$ cat config.mk
export PLATFORM = sky130hd
export DESIGN_NAME = rgb_to_hsl_converter
export DESIGN_NICKNAME = d
export VERILOG_FILES = /design/src/hdl/hsl_pkg.sv /design/src/hdl/hsl_front.sv /design/src/hdl/hsl_div_cell.sv /design/src/hdl/rgb_to_hsl_converter.sv
export SDC_FILE = /design/constraint.sdc
export NUM_CORES = 2
export LEC_CHECK = 0
export ABC_AREA = 1
export BUFFER_PORTS_ARGS = -buffer_cell sky130_fd_sc_hd__buf_2
export CAP_MARGIN = 15
export CORE_ASPECT_RATIO = 0.6
export CORE_MARGIN = 2
export CORE_UTILIZATION = 40
export DETAILED_ROUTE_END_ITERATION = 10
export GPL_TIMING_DRIVEN = 0
export PLACE_DENSITY = 0.61
export SYNTH_ARGS = -nofsm -noshare
export SYNTH_HDL_FRONTEND = slang
export SYNTH_HIERARCHICAL = 1
export SYNTH_SLANG_ARGS = --single-unit
$ cat constraint.sdc
create_clock -name clk -period 2.2 [get_ports clk]
set_input_delay 0.11 -clock clk [delete_from_list [all_inputs] [get_ports clk]]
set_output_delay 0.11 -clock clk [all_outputs]
set_load 0.05 [all_outputs]
$ cat src/hdl/hsl_pkg.sv
// Shared types and constants for the RGB to HSL converter.
// Depends on nothing; every other file in the block imports it.
`default_nettype none

package hsl_pkg;

	localparam int CompW   = 8;
	localparam int FracW   = 16;
	// remainder and divisor width: the largest divisor is six times 255
	localparam int RemW    = 11;
	localparam int NumCells = FracW;
	localparam int NumLanes = 3;
	localparam int Latency  = NumCells + 1;

	localparam int LaneHue   = 0;
	localparam int LaneSat   = 1;
	localparam int LaneLight = 2;

	localparam logic [RemW-1:0] LightDen = RemW'(510);

	typedef struct packed {
		logic [CompW-1:0] red;
		logic [CompW-1:0] green;
		logic [CompW-1:0] blue;
	} pixel_t;

	typedef struct packed {
		logic [FracW-1:0] hue;
		logic [FracW-1:0] saturation;
		logic [FracW-1:0] lightness;
	} hsl_t;

	typedef struct packed {
		logic [RemW-1:0]  rem;
		logic [RemW-1:0]  den;
		logic [FracW-1:0] quo;
		logic             full;
	} lane_t;

	typedef struct packed {
		logic                      valid;
		lane_t [NumLanes-1:0]      lane;
	} stage_t;

endpackage

`default_nettype wire

$ cat src/hdl/hsl_front.sv
// Front stage: sorts the components, picks the sextant and loads the three divider lanes.
// Depends on hsl_pkg.
`default_nettype none

module hsl_front (
	input  wire logic            clk,
	input  wire logic            arst_n,
	input  wire logic            take,
	input  wire hsl_pkg::pixel_t pixel,
	output hsl_pkg::stage_t      stage
);
	import hsl_pkg::*;

	typedef enum logic [1:0] {
		ChanRed,
		ChanGreen,
		ChanBlue
	} chan_t;

	logic [CompW-1:0] hi, lo, diff;
	chan_t            chan;
	logic [CompW:0]   sum, den_s;
	logic [RemW-1:0]  den6;
	logic signed [RemW:0] sr, sg, sb, sd, num_h, num_w;
	stage_t           nxt;
	logic             valid_s1;
	lane_t [NumLanes-1:0] lane_s1;

	always_comb begin
		if (pixel.red < pixel.green) begin
			if (pixel.blue < pixel.red) begin
				lo = pixel.blue; hi = pixel.green; chan = ChanGreen;
			end else begin
				lo = pixel.red;
				if (pixel.green < pixel.blue) begin
					hi = pixel.blue; chan = ChanBlue;
				end else begin
					hi = pixel.green; chan = ChanGreen;
				end
			end
		end else begin
			if (pixel.green > pixel.blue) begin
				lo = pixel.blue; hi = pixel.red; chan = ChanRed;
			end else begin
				lo = pixel.green;
				if (pixel.red < pixel.blue) begin
					hi = pixel.blue; chan = ChanBlue;
				end else begin
					hi = pixel.red; chan = ChanRed;
				end
			end
		end
	end

	always_comb begin
		sum   = {1'b0, hi} + {1'b0, lo};
		diff  = hi - lo;
		den_s = (sum < (CompW+1)'(255)) ? sum : ((CompW+1)'(510) - sum);
		den6  = {1'b0, diff, 2'b00} + {2'b00, diff, 1'b0};

		sr = $signed({4'b0000, pixel.red});
		sg = $signed({4'b0000, pixel.green});
		sb = $signed({4'b0000, pixel.blue});
		sd = $signed({4'b0000, diff});
		case (chan)
			ChanRed:   num_h = sg - sb;
			ChanGreen: num_h = (sd <<< 1) + sb - sr;
			ChanBlue:  num_h = (sd <<< 2) + sr - sg;
			default:   num_h = '0;
		endcase
		// wrap negative sextant positions into the last turn
		num_w = (num_h < 0) ? (num_h + $signed({1'b0, den6})) : num_h;

		nxt.valid = take;
		// grey pixel: divide zero by one so hue and saturation come out zero
		if (diff == '0) begin
			nxt.lane[LaneHue].rem = '0;
			nxt.lane[LaneHue].den = RemW'(1);
			nxt.lane[LaneSat].rem = '0;
			nxt.lane[LaneSat].den = RemW'(1);
		end else begin
			nxt.lane[LaneHue].rem = num_w[RemW-1:0];
			nxt.lane[LaneHue].den = den6;
			nxt.lane[LaneSat].rem = RemW'(diff);
			nxt.lane[LaneSat].den = RemW'(den_s);
		end
		nxt.lane[LaneHue].full   = 1'b0;
		nxt.lane[LaneSat].full   = (diff != '0) && ({1'b0, diff} == den_s);
		nxt.lane[LaneLight].rem  = RemW'(sum);
		nxt.lane[LaneLight].den  = LightDen;
		nxt.lane[LaneLight].full = (RemW'(sum) == LightDen);
		for (int i = 0; i < NumLanes; i++) begin
			nxt.lane[i].quo = '0;
		end
	end

	always_ff @(posedge clk or negedge arst_n) begin
		if (!arst_n) begin
			valid_s1 <= 1'b0;
		end else begin
			valid_s1 <= nxt.valid;
		end
	end

	always_ff @(posedge clk) begin
		lane_s1 <= nxt.lane;
	end

	assign stage.valid = valid_s1;
	assign stage.lane  = lane_s1;

endmodule

`default_nettype wire

$ cat src/hdl/hsl_div_cell.sv
// One cell of the divider chain: works out one quotient bit for each of the three lanes.
// Depends on hsl_pkg.
`default_nettype none

module hsl_div_cell (
	input  wire logic            clk,
	input  wire logic            arst_n,
	input  wire hsl_pkg::stage_t prev,
	output hsl_pkg::stage_t      next
);
	import hsl_pkg::*;

	lane_t [NumLanes-1:0] lane_d, lane_q;
	logic                 valid_q;
	logic [RemW:0]        dbl [NumLanes];
	logic [RemW:0]        dif [NumLanes];
	logic                 ge  [NumLanes];

	always_comb begin
		for (int i = 0; i < NumLanes; i++) begin
			dbl[i] = {prev.lane[i].rem, 1'b0};
			ge[i]  = (dbl[i] >= {1'b0, prev.lane[i].den});
			dif[i] = dbl[i] - {1'b0, prev.lane[i].den};
			lane_d[i].rem  = ge[i] ? dif[i][RemW-1:0] : dbl[i][RemW-1:0];
			lane_d[i].den  = prev.lane[i].den;
			lane_d[i].quo  = {prev.lane[i].quo[FracW-2:0], ge[i]};
			lane_d[i].full = prev.lane[i].full;
		end
	end

	always_ff @(posedge clk or negedge arst_n) begin
		if (!arst_n) begin
			valid_q <= 1'b0;
		end else begin
			valid_q <= prev.valid;
		end
	end

	always_ff @(posedge clk) begin
		lane_q <= lane_d;
	end

	assign next.valid = valid_q;
	assign next.lane  = lane_q;

endmodule

`default_nettype wire

$ cat src/hdl/rgb_to_hsl_converter.sv
// RGB to HSL converter: one pixel in, one hue/saturation/lightness result out.
// A new pixel is taken in every cycle; busy stays low, since the chain never stalls.
// The pipeline is one front stage plus sixteen divider cells, one quotient bit per cell.
// Reset clears the valid bits of every stage; data in flight is dropped.
// Depends on hsl_pkg, hsl_front and hsl_div_cell.
`default_nettype none

module rgb_to_hsl_converter (
	input  wire logic            clk,
	input  wire logic            arst_n,
	input  wire logic            start,
	output logic                 busy,
	input  wire hsl_pkg::pixel_t pixel,
	output logic                 done,
	output hsl_pkg::hsl_t        result
);
	import hsl_pkg::*;

	stage_t chain [NumCells+1];

	assign busy = 1'b0;

	hsl_front u_front (
		.clk    (clk),
		.arst_n (arst_n),
		.take   (start && !busy),
		.pixel  (pixel),
		.stage  (chain[0])
	);

	for (genvar c = 0; c < NumCells; c++) begin : g_cell
		hsl_div_cell u_cell (
			.clk    (clk),
			.arst_n (arst_n),
			.prev   (chain[c]),
			.next   (chain[c+1])
		);
	end

	// a ratio of exactly one saturates to the largest fraction
	assign done              = chain[NumCells].valid;
	assign result.hue        = chain[NumCells].lane[LaneHue].quo
	                           | {FracW{chain[NumCells].lane[LaneHue].full}};
	assign result.saturation = chain[NumCells].lane[LaneSat].quo
	                           | {FracW{chain[NumCells].lane[LaneSat].full}};
	assign result.lightness  = chain[NumCells].lane[LaneLight].quo
	                           | {FracW{chain[NumCells].lane[LaneLight].full}};

endmodule

`default_nettype wire

==> impl_metrics.tcl <==
set metrics [dict create \
    cp_slowest_stage_delay_ns 0.51 \
    via_count 62275 \
    chipHeight_um 347.6 \
    htree_levels 4 \
    final_critical_path_share_of_the_clock_period 2.379 \
    drt.antenna.violating_nets 0 \
    io_pins 77 \
    max_root_sink_buffers 4 \
    starting_density_of_the_core 0.4013 \
    worst_setup_skew_after_layout_ns 0.07113 \
    insertion_delay_ns 0.81 \
    outcome "complete, but fails checks" \
    detail_route.iter0.violations 5129 \
    grt_antenna_before_repair 8 \
    hold-worst-slack_ns 0.1818 \
    final_hold_violation_count 0 \
    syn_avg_cell_area_um2 7.887 \
    setup-violations-final 48 \
    peak_freq_mhz 191.1 \
    crit_buf_inv 5 \
    first_pass_iters 6 \
    worst_setup_ep_type "flip-flop" \
    floorplan.rows 126 \
    crit_slowest_cell "fa_2" \
    clock_sinks 1512 \
    nets 11067 \
    min-delay-path-class "in2reg" \
    worst_ep_arrival_time_ns 5.88 \
    timing.final.ws_setup_ns -3.033 \
    drv_slew 0 \
    synth_area_um2 78710 \
    crit_required_ns 2.85 \
    track_usage 0.1872 \
    io_buffers 75 \
    hpwlAfterDp_um 150600 \
    postSynthCellCount 9980 \
    failed_checks "setup timing" \
    critical-path-top-delay-family "adder cells" \
    critical_path.max_fanout 7 \
    drc 0 \
    post-route-min-period_ns 5.233 \
    clkTransAtPathRegs_ns 0.06 \
    coreArea_um2 196100 \
    cts_tree "done" \
    worst_slew_pin_slew_ns 0.7819 \
    floorplan.die_area_um2 200500 \
    timing.slew.headroom 0.4770 \
    routedWlPerCell_um 14.53 \
    worst_setup_path_start_kind "input pin" \
    first_pass_grt_wire_length_um 308600 \
    first_global_vias 58356 \
    number_of_fill_cells_in_the_layout 18991 \
    number_of_cts_inserted_buffers 157 \
    area.growth.synth_to_final_pct 14.72 \
    detail_route.wirelength_um 190500 \
    grt_max_degree 19 \
    yosysWarningCount 6 \
    layout_cells_sized_above_1 0.1914 \
    max_cap_viol_count 0 \
    critical_path_most_common_cell "nand3_2" \
    crit_type "in2reg" \
    grt.overflow.total 0 \
    rsz0062_at_grt "true" \
    viasPerCell 4.751 \
    dieWidth_um 576.7 \
    gpl.final_weighted_congestion 0.9112 \
    cts.root.buffer_cell "clkbuf_16" \
]
==> worst paths after layout <==
| path | slack, ns | end | startpoint | cells after the start |
|---|---|---|---|---|
| hold / removal | 0.18 | u_front/stage[114]$_DFF_P_ | pixel[15] | 8 |
| hold reg to reg | 0.25 | g_cell[1].u_cell/next[80]$_DFF_P_ | g_cell[0].u_cell/next[79]$_DFF_P_ | 0 |
| min in group asynchronous | 0.47 | g_cell[0].u_cell/valid_q$_DFF_PN0_ | arst_n | 3 |
| setup / recovery | -3.03 | u_front/stage[38]$_SDFF_PN0_ | pixel[19] | 37 |
| max in group asynchronous | 1.24 | g_cell[2].u_cell/valid_q$_DFF_PN0_ | arst_n | 3 |
| setup reg to reg | 0.08 | g_cell[11].u_cell/next[115]$_DFF_P_ | g_cell[10].u_cell/next[95]$_DFF_P_ | 10 |
==> stage by stage <==
stage | TNS [ns] | area, um2 | setup slack (ns) | utilization | instances
finish | -78.97 | 90290 | -3.033 | 0.4604 | 13108
global route | -85.92 | 90290 | -3.272 | 0.4604 | 13107
global placement | -149.74 | 82870 | -4.601 | 0.4226 | 12696
CTS | -70.56 | 89910 | -2.883 | 0.4585 | 13086
detailed placement | -150.45 | 82870 | -4.668 | 0.4226 | 12696
floorplan | -82.12 | 79210 | -3.311 | - | 9997
==> tightest hold or removal path: stages <==
cell      delay [ns]
buf_2           0.13
o22ai_1         0.09
a31oi_1         0.14
ha_1            0.15
a21oi_1         0.05
o21ai_2         0.07
a21oi_4         0.04
clkinv_4        0.09
==> sequential cells by signal, summed over array words and instances (netlist names) <==
signal	flops
g_cell.u_cell/valid_q	16
g_cell.u_cell/next	1446
u_front/valid_s1	1
u_front/stage	49
==> placed cells by master (no fill, tap or decap), types with 31 or more instances in the layout <==
master and count:
inv_1 1569, nand4_1 115, clkbuf_16 162, nor2_2 46, inv_2 91, nand2_1 2926
nand3_2 513, nand2_2 308, or2_1 51, nor2_1 411, nor2_4 85, dfxtp_1 1493
buf_4 174, fa_1 60, xor2_1 156, nand4_2 31, buf_6 93, ha_1 578
a21oi_1 154, buf_2 96, a21oi_2 88, a21oi_4 35, nand3_1 752, nand3b_1 90
==> metal layers <==
metal | GRT usage | vias to the layer above | routed length, um
li1 | - | 31861 | -
met1 | 0.3054 | 28446 | 103300
met2 | 0.2472 | 1721 | 69860
met3 | 0.03165 | 247 | 13700
met4 | 0.04082 | 0 | 3573
met5 | 0 | - | 0
==> layout make-up <==
| cell class | count | area, um2 | area share |
|---|---|---|---|
| repair buffers | 204 | 1465 | 0.01623 |
| flip-flops and latches | 1512 | 30360 | 0.3362 |
| plain buffers | 194 | 1969 | 0.02181 |
| multi-input cells | 6614 | 41370 | 0.4582 |
| inverters | 1677 | 6362 | 0.07046 |
| diodes | 5 | 12.51 | 0.0001386 |
| clock buffers | 187 | 4225 | 0.04680 |
| well taps | 2624 | 3283 | 0.03636 |
| clock inverters | 91 | 1244 | 0.01377 |
==> repair_timing <==
| action | 4_1_cts | 5_1_grt |
|---|---|---|
| pin swaps | 104 | 50 |
| hold endpoints to repair | 19 | 0 |
| hold buffers | 5 | 0 |
| endpoints found under the setup margin | 48 | 62 |
| cloned | 1 | 0 |
| buffers inserted | 110 | 17 |
| resized for setup | 171 | 66 |
Power is not shown: default switching activity piles up to over one toggle a cycle in this logic, so the estimate is an artifact.
